`config.mk`:
```
export PLATFORM = sky130hd
export DESIGN_NAME = sha1_stream_hasher
export DESIGN_NICKNAME = d
export VERILOG_FILES = /design/src/rtl/sha1_pkg.sv /design/src/rtl/sha1_round.sv /design/src/rtl/sha1_sched.sv /design/src/rtl/sha1_stream_hasher.sv
export SDC_FILE = /design/constraint.sdc
export NUM_CORES = 2
export LEC_CHECK = 0
export BUFFER_PORTS_ARGS = -buffer_cell sky130_fd_sc_hd__buf_2
export CAP_MARGIN = 20
export CORE_AREA = 10 10 379 381
export CTS_CLUSTER_DIAMETER = 120
export DETAILED_ROUTE_END_ITERATION = 7
export DIE_AREA = 0 0 389 391
export PLACE_DENSITY = 0.59
export SLEW_MARGIN = 20
export SYNTH_ARGS = -nofsm -noshare
export SYNTH_HDL_FRONTEND = slang
export SYNTH_SLANG_ARGS = --single-unit
```
`constraint.sdc`:
```
create_clock -name i_clk -period 19.3 [get_ports i_clk]
set_input_delay 3.86 -clock i_clk [delete_from_list [all_inputs] [get_ports i_clk]]
set_output_delay 3.86 -clock i_clk [all_outputs]
set_load 0.1 [all_outputs]
```
`src/rtl/sha1_pkg.sv`:
```
// ----------------------------------------------------------------------------
// sha1_pkg
// Types and constants shared by the SHA-1 stream hasher modules.
// ----------------------------------------------------------------------------
package sha1_pkg;

    localparam int unsigned NUM_ROUNDS = 80;
    localparam int unsigned NUM_WORDS  = 5;
    localparam int unsigned SCHED_LEN  = 16;

    typedef logic [6:0] t_round;
    typedef logic [5:0] t_pos;

    localparam t_round LAST_ROUND = t_round'(NUM_ROUNDS - 1);
    localparam t_pos   LAST_POS   = 6'd63;
    localparam t_pos   LEN_POS    = 6'd56;

    localparam logic [31:0] H_INIT [NUM_WORDS] = '{
        32'h67452301, 32'hEFCDAB89, 32'h98BADCFE, 32'h10325476, 32'hC3D2E1F0
    };

    localparam logic [31:0] K_00_19 = 32'h5A827999;
    localparam logic [31:0] K_20_39 = 32'h6ED9EBA1;
    localparam logic [31:0] K_40_59 = 32'h8F1BBCDC;
    localparam logic [31:0] K_60_79 = 32'hCA62C1D6;

    localparam logic [7:0] PAD_MARK = 8'h80;

    typedef struct packed {
        logic [7:0] data_byte;
        logic       has_byte;
        logic       is_last;
    } t_in_item;

    typedef struct packed {
        logic [31:0] digest_word;
        logic [2:0]  word_index;
        logic        last_word;
    } t_out_item;

    typedef struct packed {
        logic [31:0] a;
        logic [31:0] b;
        logic [31:0] c;
        logic [31:0] d;
        logic [31:0] e;
    } t_work;

    // Control from the sequencer to the message schedule
    typedef struct packed {
        logic       byte_wr;
        logic [7:0] byte_val;
        logic       word_end;
        logic       step;
    } t_sched_ctl;

    function automatic logic [31:0] rotl(input logic [31:0] x, input int unsigned n);
        rotl = (x << n) | (x >> (32 - n));
    endfunction

endpackage

```
`src/rtl/sha1_round.sv`:
```
// ----------------------------------------------------------------------------
// sha1_round
// One SHA-1 round: round function, constant selection and the five-way add.
// ----------------------------------------------------------------------------
module sha1_round (
    input  sha1_pkg::t_work  i_work,
    input  logic [31:0]      i_w,
    input  sha1_pkg::t_round i_round,
    output sha1_pkg::t_work  o_work
);
    import sha1_pkg::*;

    logic [31:0] f;
    logic [31:0] k;

    always_comb begin
        priority if (i_round < t_round'(20)) begin
            f = (i_work.b & i_work.c) | (~i_work.b & i_work.d);
            k = K_00_19;
        end else if (i_round < t_round'(40)) begin
            f = i_work.b ^ i_work.c ^ i_work.d;
            k = K_20_39;
        end else if (i_round < t_round'(60)) begin
            f = (i_work.b & i_work.c) | (i_work.b & i_work.d) | (i_work.c & i_work.d);
            k = K_40_59;
        end else begin
            f = i_work.b ^ i_work.c ^ i_work.d;
            k = K_60_79;
        end
    end

    always_comb begin
        o_work.a = rotl(i_work.a, 5) + f + i_work.e + k + i_w;
        o_work.b = i_work.a;
        o_work.c = rotl(i_work.b, 30);
        o_work.d = i_work.c;
        o_work.e = i_work.d;
    end

endmodule

```
`src/rtl/sha1_sched.sv`:
```
// ----------------------------------------------------------------------------
// sha1_sched
// Block buffer and rolling message schedule as one 16-word shift line.
// Bytes pack big-endian into words that shift in at the top; each round
// shifts once and feeds the expanded word back in.
// ----------------------------------------------------------------------------
module sha1_sched (
    input  logic                 i_clk,
    input  sha1_pkg::t_sched_ctl i_ctl,
    output logic [31:0]          o_w
);
    import sha1_pkg::*;

    logic [23:0] r_acc;
    logic [31:0] r_line [SCHED_LEN];
    logic [31:0] expand;

    assign expand = rotl(r_line[13] ^ r_line[8] ^ r_line[2] ^ r_line[0], 1);
    assign o_w    = r_line[0];

    always_ff @(posedge i_clk) begin
        if (i_ctl.byte_wr) begin
            r_acc <= {r_acc[15:0], i_ctl.byte_val};
        end
        if (i_ctl.step || (i_ctl.byte_wr && i_ctl.word_end)) begin
            for (int i = 0; i < SCHED_LEN - 1; i++) begin
                r_line[i] <= r_line[i + 1];
            end
            r_line[SCHED_LEN - 1] <= i_ctl.step ? expand : {r_acc, i_ctl.byte_val};
        end
    end

endmodule

```
`src/rtl/sha1_stream_hasher.sv`:
```
// ----------------------------------------------------------------------------
// sha1_stream_hasher
// SHA-1 over a byte stream, one byte per transfer.
// The byte that fills a 64-byte block stalls the input while the 80 rounds
// run on the shared round unit and the chaining add is made. The last item
// pads one byte per cycle, pausing while a full block is hashed (up to 72
// bytes, one or two blocks), then the digest leaves as five words, one per
// transfer, from an output buffer while the next message is taken in.
// Reset (synchronous, active low) restores the initial chaining words and
// clears the byte count and the output buffer.
// ----------------------------------------------------------------------------
module sha1_stream_hasher (
    input  logic                i_clk,
    input  logic                i_rst_n,
    input  logic                i_in_valid,
    output logic                o_in_stall,
    input  sha1_pkg::t_in_item  i_in,
    output logic                o_out_valid,
    input  logic                i_out_stall,
    output sha1_pkg::t_out_item o_out
);
    import sha1_pkg::*;

    typedef enum logic [2:0] {
        S_IDLE,
        S_COMP,
        S_ADD,
        S_PAD,
        S_DONE
    } t_state;

    t_state      r_state;
    logic [60:0] r_count;
    t_pos        r_pos;
    t_round      r_rnd;
    logic        r_pad;
    logic        r_first;
    logic        r_extra;
    logic        r_fin;
    logic [31:0] r_chain [NUM_WORDS];
    t_work       r_work;
    logic [31:0] r_dig   [NUM_WORDS];
    logic [2:0]  r_oidx;
    logic        r_obusy;

    logic        in_xfer;
    logic        out_xfer;
    logic [63:0] bit_len;
    logic [7:0]  pad_byte;
    logic [31:0] w_cur;
    t_work       work_next;
    t_sched_ctl  sched_ctl;

    assign o_in_stall  = (r_state != S_IDLE);
    assign in_xfer     = i_in_valid && !o_in_stall;
    assign o_out_valid = r_obusy;
    assign out_xfer    = r_obusy && !i_out_stall;

    assign o_out.digest_word = r_dig[0];
    assign o_out.word_index  = r_oidx;
    assign o_out.last_word   = (r_oidx == 3'd4);

    assign bit_len = {r_count, 3'b000};

    always_comb begin
        priority if (r_first) begin
            pad_byte = PAD_MARK;
        end else if ((r_pos >= LEN_POS) && !r_extra) begin
            pad_byte = 8'(bit_len >> {~r_pos[2:0], 3'b000});
        end else begin
            pad_byte = 8'h00;
        end
    end

    always_comb begin
        sched_ctl.byte_wr  = (in_xfer && i_in.has_byte) || (r_state == S_PAD);
        sched_ctl.byte_val = (r_state == S_PAD) ? pad_byte : i_in.data_byte;
        sched_ctl.word_end = (r_pos[1:0] == 2'b11);
        sched_ctl.step     = (r_state == S_COMP);
    end

    sha1_sched u_sched (
        .i_clk (i_clk),
        .i_ctl (sched_ctl),
        .o_w   (w_cur)
    );

    sha1_round u_round (
        .i_work  (r_work),
        .i_w     (w_cur),
        .i_round (r_rnd),
        .o_work  (work_next)
    );

    always_ff @(posedge i_clk) begin
        if (!i_rst_n) begin
            r_state <= S_IDLE;
            r_count <= '0;
            r_pos   <= '0;
            r_rnd   <= '0;
            r_pad   <= 1'b0;
            r_first <= 1'b0;
            r_extra <= 1'b0;
            r_fin   <= 1'b0;
            r_oidx  <= '0;
            r_obusy <= 1'b0;
            for (int i = 0; i < NUM_WORDS; i++) begin
                r_chain[i] <= H_INIT[i];
            end
        end else begin
            // drain the digest buffer one word per transfer
            if (out_xfer) begin
                for (int i = 0; i < NUM_WORDS - 1; i++) begin
                    r_dig[i] <= r_dig[i + 1];
                end
                r_oidx <= r_oidx + 3'd1;
                if (r_oidx == 3'd4) begin
                    r_obusy <= 1'b0;
                end
            end

            unique case (r_state)
                S_IDLE: begin
                    if (in_xfer) begin
                        if (i_in.is_last) begin
                            r_pad   <= 1'b1;
                            r_first <= 1'b1;
                            r_extra <= 1'b0;
                            r_fin   <= 1'b0;
                        end
                        if (i_in.has_byte) begin
                            r_count <= r_count + 61'd1;
                            r_pos   <= r_pos + t_pos'(1);
                        end
                        if (i_in.has_byte && (r_pos == LAST_POS)) begin
                            r_state <= S_COMP;
                            r_rnd   <= '0;
                            r_work  <= '{a: r_chain[0], b: r_chain[1], c: r_chain[2],
                                         d: r_chain[3], e: r_chain[4]};
                        end else if (i_in.is_last) begin
                            r_state <= S_PAD;
                        end
                    end
                end
                S_PAD: begin
                    r_pos   <= r_pos + t_pos'(1);
                    r_first <= 1'b0;
                    // marker too late for the length: one more block follows
                    if (r_first && (r_pos >= LEN_POS) && (r_pos != LAST_POS)) begin
                        r_extra <= 1'b1;
                    end
                    if (r_pos == LAST_POS) begin
                        r_extra <= 1'b0;
                        r_fin   <= !(r_first || r_extra);
                        r_state <= S_COMP;
                        r_rnd   <= '0;
                        r_work  <= '{a: r_chain[0], b: r_chain[1], c: r_chain[2],
                                     d: r_chain[3], e: r_chain[4]};
                    end
                end
                S_COMP: begin
                    r_work <= work_next;
                    r_rnd  <= r_rnd + t_round'(1);
                    if (r_rnd == LAST_ROUND) begin
                        r_state <= S_ADD;
                    end
                end
                S_ADD: begin
                    r_chain[0] <= r_chain[0] + r_work.a;
                    r_chain[1] <= r_chain[1] + r_work.b;
                    r_chain[2] <= r_chain[2] + r_work.c;
                    r_chain[3] <= r_chain[3] + r_work.d;
                    r_chain[4] <= r_chain[4] + r_work.e;
                    priority if (r_fin) begin
                        r_state <= S_DONE;
                    end else if (r_pad) begin
                        r_state <= S_PAD;
                    end else begin
                        r_state <= S_IDLE;
                    end
                end
                S_DONE: begin
                    // hold until the previous digest has fully left
                    if (!r_obusy) begin
                        for (int i = 0; i < NUM_WORDS; i++) begin
                            r_dig[i]   <= r_chain[i];
                            r_chain[i] <= H_INIT[i];
                        end
                        r_obusy <= 1'b1;
                        r_oidx  <= '0;
                        r_count <= '0;
                        r_pos   <= '0;
                        r_pad   <= 1'b0;
                        r_fin   <= 1'b0;
                        r_state <= S_IDLE;
                    end
                end
                default: begin
                    r_state <= S_IDLE;
                end
            endcase
        end
    end

endmodule

```
==> metrics.cfg <==
[logic_synthesis]
ys_top_cells_by_area = edfxtp_1, ha_1, fa_1
synth_edf_count = 1016
syn_area_mm2 = 0.0540
netlist.top_cell.by_area = edfxtp_1
postSynthAreaPerCell_um2 = 12.5
synth_ff_type = edfxtp_1
seq_area_frac_synth = 0.597
syn_inst = 4325
synth-seq-cells = 1101
async_flop_share = 0
yosysWarningCount = 0
synth_nets = 4663
ys_types = 86
synth_top_area_share = 0.565

[finish]
area_growth_pct = 10.9
final_cell_mix = edfxtp_1, nand2_1, inv_1
final_core_util = 0.439
fin_area_mm2 = 0.0599
n_antenna_cell = 0
final_common_cell = edfxtp_1
drive_gt1_frac = 0.0965
nets = 4712

[job]
maxCapViolCount = 0

[routing]
drcViolationCount = 0
avgRoutedWirePerCell_um = 21.9
drt_wl_total_um = 137000
drt_first_iter_violations = 3039
firstDrtPassIters = 5
drtAntennaViolNets = 0
vias = 33800
via_per_inst = 5.40

[cts]
numClockSinks = 1101
clockRootBuffer = clkbuf_16
hold_buffers = 0
ctsResizeCount = 0
cts-htree-levels = 3
clk_latency_ns = 0.74
cts_tree = yes
cts_buffers = 113
clockBufferDepth = 3
clk_pin_slew_ns = 0.06
cts_setup_buffers = 0

[sta]
finalCritPeriodShare = 0.362
max_freq_ghz = 0.143
worst_slew_pin_slew_ns = 1.06
min_period_ns = 6.98
hold_viol = 0
setup_tns_ns = 0
slew_headroom = 0.291
skew_ns = 0.0381
worst_hold_slack_ns = 0.413
rsz0062_at_grt = false
maxSlewViolCount = 0
setup_viol = 0

[global_route]
grt_max_degree = 194
gr-usage-met1 = 0.250
antenna_found_initial = 4
track_usage = 0.177
use_met2 = 0.282
grt_pass1_vias = 33000
gr-total-overflow = 0
busiest_layer = met2
grtUsageMet3 = 0.0246
grt_first_pass_wirelength_um = 206000

[outcome]
status = finished clean

[place]
gp_congestion = 0.927
port_buffers = 51
placed_area_mm2 = 0.0561
dp_hpwl_um = 96700

[die]
initial_utilization = 0.396
core_mm2 = 0.136
rows = 136
die_h_um = 391
die_w_um = 389
die_area_mm2 = 0.152
io-pin-count = 52

[critical_path]
path_delay_family = buffers and inverters
cp_max_fo = 193
worst_setup_path_end_kind = flip-flop
worstPathRequired_ns = 19.64
arrival_ns = 7.32
cp_slowest_cell = buf_4
worst-path-buf-inv = 4
path_class = primary input to flip-flop
path_cells = buf_2 > nand2_1 > o21ai_2 > buf_4 > nand2_1 > nand2_4 > buf_4 > buf_12
slowest_delay_ns = 0.90
cp-start-kind = primary input

[power]
power_mw = 9.76
peakVddDrop_uv = 119
power_density_mw_per_mm2 = 163
total_leakage_power_nw = 22.0

[worst_hold_path]
holdCritPathClass = flip-flop to flip-flop

[metal layers]
layer,up-vias,routed length (um)
met5,-,0
met4,0,3780
met3,216,7820
met2,1037,62900
met1,16900,62300
li1,15700,-
[cells by family after synthesis]
group | after synthesis | share of synthesized area
buf+inv | 448 | 0.0341
xor+xnor | 285 | 0.0462
flops | 1101 | 0.597
simple gates | 1219 | 0.103
mux | 193 | 0.0418
compound gates | 755 | 0.0870
fa+ha+maj | 324 | 0.0914
[cells in the mapped netlist (30+ instances only)]
library cell,instances
o21ai_0,261
mux2_2,130
xor2_1,98
nor3_1,60
buf_4,33
edfxtp_1,1016
nor2_1,259
nand2_1,590
nand3_1,42
nand2b_1,39
or3_1,36
a21oi_1,191
dfxtp_1,85
mux2i_1,50
inv_1,296
o21a_1,32
fa_1,117
ha_1,207
xnor2_1,187
clkbuf_1,93
nand4_1,39
a21o_1,51
nor2b_1,30
and3_1,36
[worst reg2reg max path: cells and delay by family (launching register included)]
kind | cells | cell delay (ns)
AND/OR/NAND/NOR | 3 | 0.36
flip-flops | 1 | 0.37
AO/OA/AOI/OAI | 8 | 3.85
adder cells (fa/ha/maj) | 2 | 0.85
buffers and inverters | 3 | 0.75
multiplexers | 1 | 0.25
[report_power, final]
part	internal [mW]	switching [mW]	leakage [nW]	total, mW
clock	1.28	0.956	1.82	2.24
sequential	3.40	0.303	9.95	3.70
combinational	1.38	2.45	10.2	3.83
total	6.05	3.71	22.0	9.76
[final timing paths]
kind                           from  cells after the start  slack [ns]                      to
max reg2reg                r_rnd[5]                     17       12.64             r_work[159]
max                      i_in_valid                      8       12.32   u_sched.r_line[0][40]
min          u_sched.r_line[0][150]                      0        0.41  u_sched.r_line[0][118]
min reg2reg  u_sched.r_line[0][150]                      0        0.41  u_sched.r_line[0][118]
[state kept, by name, summed over array words and instances (netlist names)]
register        flops
u_sched.r_line    512
r_chain           160
r_dig             160
r_work            160
r_count            61
u_sched.r_acc      24
r_rnd               7
r_pos               6
r_oidx              3
r_state             3
o_out_valid         1
r_extra             1
r_fin               1
r_first             1
r_pad               1
[through the flow]
step / setup WS, ns / instances
2_1_floorplan: 2.90 / 4325
3_3_place_gp: 11.62 / 6053
3_5_place_dp: 11.56 / 6053
4_1_cts: 12.36 / 6260
5_1_grt: 12.05 / 6260
6_report: 12.32 / 6260
[final cells by class]
type	instances	area [um2]
fill	12400	76400
inverter	297	1110
multi-input combinational	2776	20000
tap	1794	2240
sequential	1101	32200
clock buffer	133	2900
clock inverter	74	883
timing repair buffer	85	523
No activity file was read; power rests on OpenSTA's default activity.
